### config.mk
export PLATFORM = sky130hd
export DESIGN_NAME = dsce_ctrl
export DESIGN_NICKNAME = d
export VERILOG_FILES = /design/src/rtl/dsce_pkg.sv /design/src/rtl/dsce_ctrl.sv
export SDC_FILE = /design/constraint.sdc
export NUM_CORES = 1
export LEC_CHECK = 0
export ABC_AREA = 1
export BUFFER_PORTS_ARGS = -buffer_cell sky130_fd_sc_hd__buf_2
export CAP_MARGIN = 30
export CORE_AREA = 2 2 39 41
export DETAILED_ROUTE_END_ITERATION = 7
export DIE_AREA = 0 0 41 43
export PLACE_DENSITY_LB_ADDON = 0.12
export SLEW_MARGIN = 5
export SYNTH_ARGS = -nofsm -noshare
export SYNTH_HDL_FRONTEND = slang
export SYNTH_SLANG_ARGS = --single-unit
export TNS_END_PERCENT = 20
### constraint.sdc
create_clock -name clk -period 1.5 [get_ports clk]
set_clock_uncertainty 0.05 [all_clocks]
set_input_delay 0.075 -clock clk [delete_from_list [all_inputs] [get_ports clk]]
set_output_delay 0.075 -clock clk [all_outputs]
set_load 0.03 [all_outputs]
### src/rtl/dsce_pkg.sv
// dsce_pkg: shared constants and controller/datapath handshake structs
// for the distinct smaller count engine; depends on nothing
`default_nettype none

package dsce_pkg;

  // default key domain width in bits
  localparam int KEY_BITS_DEF = 16;
  // width of the payload fields on the channels
  localparam int KEY_W        = 16;
  localparam int OUT_W        = 16;
  // width of the per-entry array generation tag
  localparam int EPOCH_BITS   = 8;

  // commands from controller to datapath
  typedef struct packed {
    logic load;    // input transfer, start presence/count lookup
    logic query;   // walk the prefix sum positions
    logic setup;   // mark key present, arm the update walk
    logic insert;  // walk the update positions
    logic emit;    // load the result register
    logic clear;   // sweep the memory back to the empty state
  } dsce_cmd_t;

  // status from datapath to controller
  typedef struct packed {
    logic query_done;
    logic insert_done;
    logic dup;
    logic last;
    logic epoch_full;
    logic clear_done;
  } dsce_sts_t;

endpackage

`default_nettype wire

### src/rtl/dsce_ctrl.sv
// dsce_ctrl: sequencer for lookup, update walk, result transfer and memory
// sweep; depends on dsce_pkg
`default_nettype none

module dsce_ctrl (
  input  wire logic                clk,
  input  wire logic                rst,
  input  wire logic                in_valid,
  output logic                     in_ready,
  output logic                     out_valid,
  input  wire logic                out_ready,
  output dsce_pkg::dsce_cmd_t      cmd,
  input  wire dsce_pkg::dsce_sts_t sts
);
  import dsce_pkg::*;

  typedef enum logic [2:0] {
    S_CLEAR,
    S_IDLE,
    S_QUERY,
    S_SETUP,
    S_INSERT,
    S_FINISH
  } state_t;

  state_t state;
  state_t state_next;
  logic   slot_free;

  assign slot_free = !out_valid || out_ready;
  assign in_ready  = (state == S_IDLE);

  // commands and next state
  always_comb begin
    cmd        = '0;
    state_next = state;
    case (state)
      S_CLEAR: begin
        cmd.clear = 1'b1;
        if (sts.clear_done) state_next = S_IDLE;
      end
      S_IDLE: begin
        cmd.load = in_valid;
        if (in_valid) state_next = S_QUERY;
      end
      S_QUERY: begin
        cmd.query = 1'b1;
        if (sts.query_done) state_next = sts.dup ? S_FINISH : S_SETUP;
      end
      S_SETUP: begin
        cmd.setup  = 1'b1;
        state_next = S_INSERT;
      end
      S_INSERT: begin
        cmd.insert = 1'b1;
        if (sts.insert_done) state_next = S_FINISH;
      end
      S_FINISH: begin
        cmd.emit = slot_free;
        if (slot_free) begin
          state_next = (sts.last && sts.epoch_full) ? S_CLEAR : S_IDLE;
        end
      end
      default: begin
        state_next = S_CLEAR;
      end
    endcase
  end

  // state and result valid
  always_ff @(posedge clk) begin
    if (rst) begin
      state     <= S_CLEAR;
      out_valid <= 1'b0;
    end else begin
      state <= state_next;
      if (cmd.emit) begin
        out_valid <= 1'b1;
      end else if (out_ready) begin
        out_valid <= 1'b0;
      end
    end
  end

endmodule

`default_nettype wire

======== After elaboration in Yosys (flattened, before gate mapping) ========
Cells that the tools add are included.
cells by class
  $mul .................................... 0
  div/mod/pow operators ................... 0
  mux-type cells .......................... 16
  shift-type cells ........................ 0
  bitwise gates (word level) .............. 0
  $lt $le $gt $ge ......................... 0
  reduce and logical (&&, ||, !) cells .... 6
  add/subtract/negate cells ............... 0
  equality and inequality tests ........... 10
operator list
  kind                number
  $mux 3              6
  $pmux 3 s6          1
  $ne 2x2->1 const B  5
  $mux 1              9
  $eq 3x2->1 const B  2
  $eq 3x3->1 const B  2
  $reduce_and 5->1    1
  $eq 3x1->1 const B  1
  $logic_not 3->1     1
  $reduce_bool 2->1   1
  $logic_and 1x1->1   1
  $logic_not 1->1     1
  $logic_or 1x1->1    1
storage, ports and cells
  bits in registers ....................... 4
  bits in read-only memories .............. 0
  memories ................................ 0
  output and inout bits ................... 8
  memory bits (writable) .................. 0
  latch bits .............................. 0

======== Logic depth before layout (Yosys ltp) ========
Gate-level depths: netlist of run 1.
  depth after elaboration ................. 4
  mapped depth ............................ 8
  gate-level depth less buffers ........... 7

======== Least setup slack after synthesis of run 1 ========
Ideal clock, no wire load.
  kind .................................... flip-flop to flip-flop
  start ................................... reg state[1]
  end ..................................... reg state[2]
  data required time ...................... 1386 ps
  setup slack ............................. 195 ps
  setup time .............................. 64 ps
  data arrival time ....................... 1191 ps
  cell stages (with the launch flop) ...... 7
  cell sequence ........................... dfxtp_1 -> buf_6 -> nor3_2 -> nor2_1 -> nand3_1 -> nand2_1 -> nor2_1
on the way
  cells in the longest elaborated chain, start to end .. 3
  elaborated cells between the ends (all ways) .. 13
  classes of those cells .................. eq/ne (10); mux (1); reduce/logical (2)
RTL lines
  what                                line             RTL
  start: declaration                  dsce_ctrl.sv:26  state_t state;
  start signal: assignment            dsce_ctrl.sv:76  state <= state_next;
  $eq 3x3->1 (tied with other cells)  dsce_ctrl.sv:37  case (state)
  $ne 2x2->1 (no line)                n/a
  $reduce_and 5->1 (no line)          n/a
Parallel ways exist; a longest one is shown, timed or not.
A chain may end at the register's enable or synchronous reset.

==> metrics.txt, run 1 <==
run status finished clean; Antenna Nets Post-Route 0; fmax around 750 MHz; RSZ-0062 raised after global routing no; TritonCTS Buffers 3; WS Path Type reg -> out; CP Capture Type primary output; io pins 18; # port buffers 17; M1 WL between 300 and 400 um; Period minus WS final 1.34 ns; setup TNS 0 ns; Final Hold Viols 0; Clock transition at path regs about 0.030 ns; most frequent cells in the layout buf_2 (17), nor2_1 (13), inv_1 (9); Tcrit/Tclk final between 80 and 90%; # diodes 0; Top Layer Used met3; DR WL/cell between 8 and 9 um; Area growth, synth to finish 32.3%; initial antenna violation count 0; Die Footprint between 1500 and 2000 um^2; WL met2 427 um; Setup violations, final 0; met3 wire len between 60 and 70 um; WL final 856 um; XOR/XNOR share of the synthesized area 0%; pin count of the biggest net entering global routing 10; global-route wire length before repair approximately 1300 um; Worst-Margin Slew about 0.3 ns; post-route cell area around 480 um^2; Num Clock Sinks 4; synthesis-stage register bit count 4; adder-cell share of the synthesized area 0%; Ys Warns 0; mapped cell area roughly 360 um^2; Iteration-0 DRC Markers 2; Root Buffer clkbuf_4; Post-DP Area about 440 um^2; Nets 92; Slew Limit Headroom between 80 and 90%; mux contribution to synthesized area 0%; grt ovf 0; post-synthesis compound-gate area fraction 9.72%; core area about 1400 um^2; arrival time of the worst setup path 1.21 ns; total power between 0.8 and 0.9 mW; Avg Cell Area, Syn a little under 6 um^2; Leakage around 0.28 nW; drt via density 4.32; power per cell area about 1800 nW/um^2; gpl congestion 0.740; HPWL Detailed slightly below 700 um; CP max FO 8; row cnt 14; DRT Pass-1 Iters 2; Cell variety after synth 15; CTS tree built; required time worst endpoint between 1 and 1.5 ns; Chip Width slightly above 40 um; worst skew pair latency between 0.2 and 0.25 ns; GRT Total Usage 11.0%; final slew viol count 0; vias in the first global route 366; largest family of logic cells by synthesized area simple AND/OR/NAND/NOR gates; most common cell after layout, fill and taps aside buf_2; layout cells sized above 1 between 30% and 40%; routed via count between 400 and 500; max-cap viol count 0; starting density of the core a little over a quarter; min-delay worst type in -> reg; final core utilization 34.4%; htree depth 1; deepest clock path buffer count 2; cells after synthesis 61; simple-gate share of the synthesized area 48.6%; net count after synthesis just over 70; maximum VDD drop between 0.0003 and 0.0004 V; Die Ht between 40 and 50 um; Post-route DRC 0; hold_ws 0.143 ns; Seq/Total Area, Yosys 22.2%; Worst setup SP type flop
where the power goes:
part,switching (mW),internal (mW)
Clock,0.0420,0.0894
Combinational,0.343,0.171
Sequential,0.0718,0.142
per-layer routing:
metal / track usage [%] / vias to the layer above
li1: - / 231
met1: 12.2 / 169
met2: 17.8 / 15
met3: 3.14 / 0
met4: 6.00 / 0
met5: 0 / -
cell usage after synthesis, drive strengths merged:
cell	number	share of area (%)
nor3	4	6.9
dfxtp	4	22
a21oi	4	5.6
nor2	16	19
buf	2	6.2
inv	12	13
nand3	10	17
nand2	6	6.2
o21ai	3	4.2
worst paths after layout:
check                             start                      to  slack, ns  cells after the start
setup reg to reg  state[1]$_SDFFE_PP0P_   state[2]$_SDFFE_PP0P_       0.20                      7
setup / recovery  state[1]$_SDFFE_PP0P_                  cmd[3]       0.16                      3
hold / removal                out_ready  out_valid$_SDFFE_PP0P_       0.14                      4
hold reg to reg   state[2]$_SDFFE_PP0P_   state[2]$_SDFFE_PP0P_       0.52                      2
critical path, cell delays in order, from the launching register on:
cell and delay [ns]:
dfxtp_1 0.48, inv_2 0.10, nor3_1 0.18, buf_2 0.22
state kept, by name (all words and copies together), names as in the netlist:
name	cells
state	3
out_valid	1
cell families (layout without fill, tap and decap cells):
| family | Yosys count | after routing |
|---|---|---|
| flops | 4 | 4 |
| compound gates | 7 | 7 |
| buf+inv | 14 | 33 |
| simple gates | 36 | 36 |
through the flow:
| step | std cells | worst slack [ns] |
|---|---|---|
| floorplan | 61 | 0.195 |
| global placement | 92 | 0.172 |
| detailed placement | 92 | 0.172 |
| CTS | 96 | 0.0694 |
| global route | 96 | 0.0516 |
| finish | 96 | 0.162 |
area by class of cell:
type,instances,area (um^2)
flip-flops and latches,4,81.3
multi-input cells,43,210
inverters,12,47.5
fillers,166,907
repair buffers,18,95.1
well taps,16,20.0
clock buffers,3,22.5
what timing repair did:
action,4_1_cts,5_1_grt
gates resized for setup,0,1
setup buffers,0,0
setup endpoints to repair,0,1
hold buffers,1,0
endpoints found under the hold margin,1,0
Power figures use the tool's default switching activity.
==> inputs of run 2 (changes only) <==
--- a/config.mk
+++ b/config.mk
@@ -13,4 +13,5 @@
 export DIE_AREA = 0 0 41 43
 export PLACE_DENSITY_LB_ADDON = 0.12
+export SETUP_SLACK_MARGIN = 0.2
 export SLEW_MARGIN = 5
 export SYNTH_ARGS = -nofsm -noshare
--- a/constraint.sdc
+++ b/constraint.sdc
@@ -3,3 +3,3 @@
 set_input_delay 0.075 -clock clk [delete_from_list [all_inputs] [get_ports clk]]
 set_output_delay 0.075 -clock clk [all_outputs]
-set_load 0.03 [all_outputs]
+set_load 0.02 [all_outputs]
==> run 2 against run 1 <==
Critical path depth rose by 1. Design area rose by 2.1%. Clock power barely moved. Combinational power fell by 8.2%. Sequential cell count did not move. Via count rose by 0.24%. Cell count did not move. Largest cell class unchanged. Non-clock buffer count did not move. Sequential power rose by 5%.
==> metrics.txt, run 2 (synthesis gave the netlist of run 1 again) <==
run status finished clean; final slew viol count 0; HPWL Detailed slightly below 700 um; deepest clock path buffer count 2; # diodes 0; Iteration-0 DRC Markers 4; Area growth, synth to finish 35.1%; fill count between 150 and 200; core area about 1400 um^2; gpl congestion roughly 0.74; Tcrit/Tclk final 81.0%; top flop regs state: 3 flops, out_valid: 1 flops; Post-Place Setup Slack 0.172 ns; worst skew pair latency ~0.23 ns; WS Path Type reg -> out; Post-route DRC 0; arrival time of the worst setup path ~1.1 ns; DR WL/cell 8.93 um; most frequent cells in the layout buf_2 (16), nor2_1 (13), inv_1 (9); Hold Crit Start out_ready; # port buffers 17; CP max FO 8; TritonCTS Buffers 3; required time worst endpoint roughly 1.4 ns; post-route cell area ~490 um^2; Period minus WS final approximately 1.2 ns; vias in the first global route 366; DRT Pass-1 Iters 3; Worst-Margin Slew between 0.15 and 0.2 ns; maximum VDD drop slightly below 0.0004 V; Clock transition at path regs around 0.030 ns; layout cells sized above 1 40.0%; Chip Width approximately 41 um; grt ovf 0; Setup violations, final 0; Worst setup SP type flop; min-delay worst type in -> reg; area of the multi-input gates approximately 210 um^2; initial antenna violation count 0; io pins 18; Leakage roughly 0.28 nW; htree depth 1; Hold Crit Depth 4; fmax around 820 MHz; hold_ws roughly 0.14 ns; row cnt 14; GRT Total Usage 11.0%; routed via count 416; Largest register FFs 3; Root Buffer clkbuf_4; global-route wire length before repair ~1300 um; placed cells roughly 90; Slew Limit Headroom between 80 and 90%; WHS Endpoint out_valid$_SDFFE_PP0P_; sequential cell area between 80 and 90 um^2; power per cell area 1700 nW/um^2; Antenna Nets Post-Route 0; Die Footprint about 1800 um^2; register-to-register setup slack 0.32 ns; Post-DP Area 443 um^2; Num Clock Sinks 4; drt via density 4.33; CTS tree built; reg2reg start state[2]$_SDFFE_PP0P_; RSZ-0062 raised after global routing yes; pin count of the biggest net entering global routing 10; Nets 92; starting density of the core a little over a quarter; reg2reg path depth 7; most common cell after layout, fill and taps aside buf_2; largest reg by FF count state; reg2reg end state[2]$_SDFFE_PP0P_; setup TNS 0 ns; WL final 857 um; CP Capture Type primary output; PnR worst setup slack approximately 0.29 ns; max-cap viol count 0; Die Ht 43 um; fin cells 96; Final Hold Viols 0
[run 2: cell types whose count changed in the layout (fill, tap and decap cells not counted)]
cell,change
buf_2,-1
buf_4,+1
dfxtp_1,-2
dfxtp_4,+2
[run 2: per-stage QoR]
stage	total power, mW	utilization [%]
2_1_floorplan	0.592	-
3_3_place_gp	0.701	32.0
3_5_place_dp	0.686	32.0
4_1_cts	0.831	34.5
5_1_grt	0.913	35.2
6_report	0.827	35.2
[run 2: final cells by class]
cell class,instances,share of cell area (%)
Multi-Input combinational cell,43,43.2
Timing Repair Buffer,18,20.1
Sequential cell,4,18.3
Inverter,12,9.77
Clock buffer,3,4.63
Tap cell,16,4.11
[run 2: timing repair]
| action | CTS | global route |
|---|---|---|
| resized for setup | 2 | 4 |
| hold endpoints to repair | 1 | 0 |
| buffers inserted | 0 | 0 |
| endpoints found under the setup margin | 8 | 7 |
| pin swaps | 0 | 0 |
| hold buffers | 1 | 0 |
[run 2: worst max-delay path by stage]
stage               slack [ns]                   from  cells after the start               endpoint
finish                    0.29  state[1]$_SDFFE_PP0P_                      4                 cmd[1]
global route              0.20  state[1]$_SDFFE_PP0P_                      4                 cmd[1]
global placement          0.17  state[1]$_SDFFE_PP0P_                      7  state[1]$_SDFFE_PP0P_
detailed placement        0.17  state[2]$_SDFFE_PP0P_                      7  state[2]$_SDFFE_PP0P_
floorplan                 0.32  state[1]$_SDFFE_PP0P_                      6  state[2]$_SDFFE_PP0P_
CTS                       0.18  state[0]$_SDFFE_PP0P_                      3                 cmd[1]
[run 2: worst max-delay path: stages (launching register included)]
cell	delay (ns)
dfxtp_4	0.36
inv_2	0.09
nand3_2	0.11
a21oi_1	0.14
buf_4	0.15
[run 2: power by group]
part / internal [mW] / leakage, nW / switching [mW]
logic: 0.173 / 0.235 / 0.299
registers: 0.153 / 0.0345 / 0.0728
clock network: 0.0892 / 0.0138 / 0.0399
[run 2: per-layer routing]
layer / vias up / share of wire (%) / track usage (%)
met2: 13 / 51 / 17.8
li1: 232 / - / -
met3: 0 / 7.0 / 3.14
met4: 0 / 0 / 6.00
met1: 171 / 42 / 12.2
met5: - / 0 / 0
==> inputs of run 3 (changes only) <==
Clock period 1.5 ns to 1.25 ns, I/O delays scaled along.
==> run 3 against run 2 <==
Non-clock buffer count grew 12. Combinational power grew 130%. Routed wire length grew 50%. Count of clock-buffer cells in the layout is the same. Clock power grew 32%. First-iteration DRC count is the same. Largest power group unchanged. Critical path type unchanged. Sequential power grew 27%. Utilization grew 17 points. Cell count grew 13%. Hold slack is essentially flat. Sequential cell count is the same. Design area grew 47%.
==> metrics.txt, run 3 (synthesis gave the netlist of run 1 again) <==
clock share of power 11.2%; initial antenna violation count 0; final slew viol count 0; switching power around 0.72 mW; pin count of the biggest net entering global routing 8; hold_ws approximately 0.14 ns; top flop regs state: 3 flops, out_valid: 1 flops; Die Footprint 1760 um^2; required time worst endpoint between 1 and 1.5 ns; HPWL Detailed 848 um; Tcrit/Tclk final between 90% and 100%; Chip Width between 40 and 50 um; power per cell area around 2100 nW/um^2; drt via density 4.66; sequential power share between 10% and 20%; critical path's most frequent cell buf_4; worst skew pair latency ~0.24 ns; Period minus WS final roughly 1.2 ns; gpl congestion roughly 0.76; arrival time of the worst setup path 1.10 ns; PnR worst setup slack 0.0356 ns; # port buffers 17; slowest CP cell dfxtp_4; Num Clock Sinks 4; Nets about 100; WL final between 1000 and 1500 um; DR WL/cell approximately 12 um; total power between 1.5 and 2 mW; max-cap viol count 0; layout cells sized above 1 between 60% and 70%; WS Path Type reg -> out; Slew Limit Headroom ~84%; Setup violations, final 0; Area growth, synth to finish 99.0%; htree depth 1; Antenna Nets Post-Route 0; CP Capture Type primary output; Logic pwr share 70.0%; maximum VDD drop ~0.00083 V; io pins 18; CP max FO 5; most common cell after layout, fill and taps aside buf_4; min-delay worst type in -> reg; grt ovf 0; Die Ht between 40 and 50 um; Post-route DRC 0; Clock transition at path regs roughly 0.05 ns; Iteration-0 DRC Markers 4; # diodes 0; Post-Place Setup Slack -0.0371 ns; GRT Total Usage ~15%; RSZ-0062 raised after global routing yes; row cnt 14; Largest register FFs 3; Final Hold Viols 0; largest reg by FF count state; run status finished clean; Power Internal 0.798 mW; Worst setup SP type flop; starting density of the core about a quarter; Worst-Margin Slew roughly 0.23 ns; Leakage approximately 0.36 nW; CTS tree built; DRT Pass-1 Iters 2; deepest clock path buffer count 2; core area ~1400 um^2; fmax just over 800 MHz; routed via count between 500 and 600; TritonCTS Buffers 3; most frequent cells in the layout buf_4 (14), buf_2 (10), inv_1 (8), nor2_2 (8); Switching Share a little under half; vias in the first global route 452; CP cell instances inv_6, buf_4, nor3_2, buf_4; slowest stage delay, CP between 0.3 and 0.4 ns; Root Buffer clkbuf_4; global-route wire length before repair 1770 um
[run 3: power groups by stage]
stage | Sequential (mW) | Clock [mW] | Combinational [mW]
final | 0.286 | 0.170 | 1.07
after global routing | 0.292 | 0.187 | 1.16
after CTS | 0.262 | 0.166 | 0.913
after detailed placement | 0.230 | 0 | 0.715
after global placement | 0.229 | 0 | 0.715
after floorplan | 0.215 | 0 | 0.521
[run 3: cell type report]
cell class | count | area [um^2]
Clock buffer | 3 | 22.5
Fill cell | 145 | 667
Inverter | 12 | 52.6
Multi-Input combinational cell | 43 | 309
Sequential cell | 4 | 91.3
Tap cell | 16 | 20.0
Timing Repair Buffer | 30 | 221
[run 3: worst paths after layout]
kind | from | endpoint | slack, ns | cells after the start
max | state[1]$_SDFFE_PP0P_ | cmd[3] | 0.04 | 4
min | out_ready | out_valid$_SDFFE_PP0P_ | 0.14 | 4
max reg2reg | state[2]$_SDFFE_PP0P_ | state[0]$_SDFFE_PP0P_ | 0.09 | 7
min reg2reg | state[2]$_SDFFE_PP0P_ | state[2]$_SDFFE_PP0P_ | 0.50 | 2
[run 3: critical path: cells and delay by family (launching register included)]
kind,cells,cell delay (ns)
DFF,1,0.39
buffers and inverters,3,0.36
and+or+nand+nor,1,0.12
[run 3: metrics by stage]
| step | cell area, um^2 | setup TNS (ns) | std cells | util, % |
|---|---|---|---|---|
| 4_1_cts | 632 | 0 | 107 | 45.7 |
| 3_3_place_gp | 492 | -0.0903 | 97 | 35.5 |
| 6_report | 717 | 0 | 108 | 51.8 |
| 5_1_grt | 717 | -0.0215 | 108 | 51.8 |
| 3_5_place_dp | 492 | -0.0493 | 97 | 35.5 |
| 2_1_floorplan | 372 | 0 | 61 | - |
[run 3: repair_timing]
| action | 4_1_cts | 5_1_grt |
|---|---|---|
| endpoints found under the setup margin | 10 | 10 |
| endpoints found under the hold margin | 1 | 0 |
| pin swaps | 3 | 5 |
| setup buffers | 6 | 1 |
| gates resized for setup | 20 | 20 |
| hold buffers | 1 | 0 |
| cloned | 0 | 0 |
[run 3: per-layer routing]
| metal | wire length, um | global-route usage [%] | vias up |
|---|---|---|---|
| met3 | 54 | 3.14 | 0 |
| met2 | 731 | 25.6 | 13 |
| li1 | - | - | 254 |
| met4 | 0 | 8.00 | 0 |
| met1 | 495 | 15.8 | 236 |
| met5 | 0 | 0 | - |
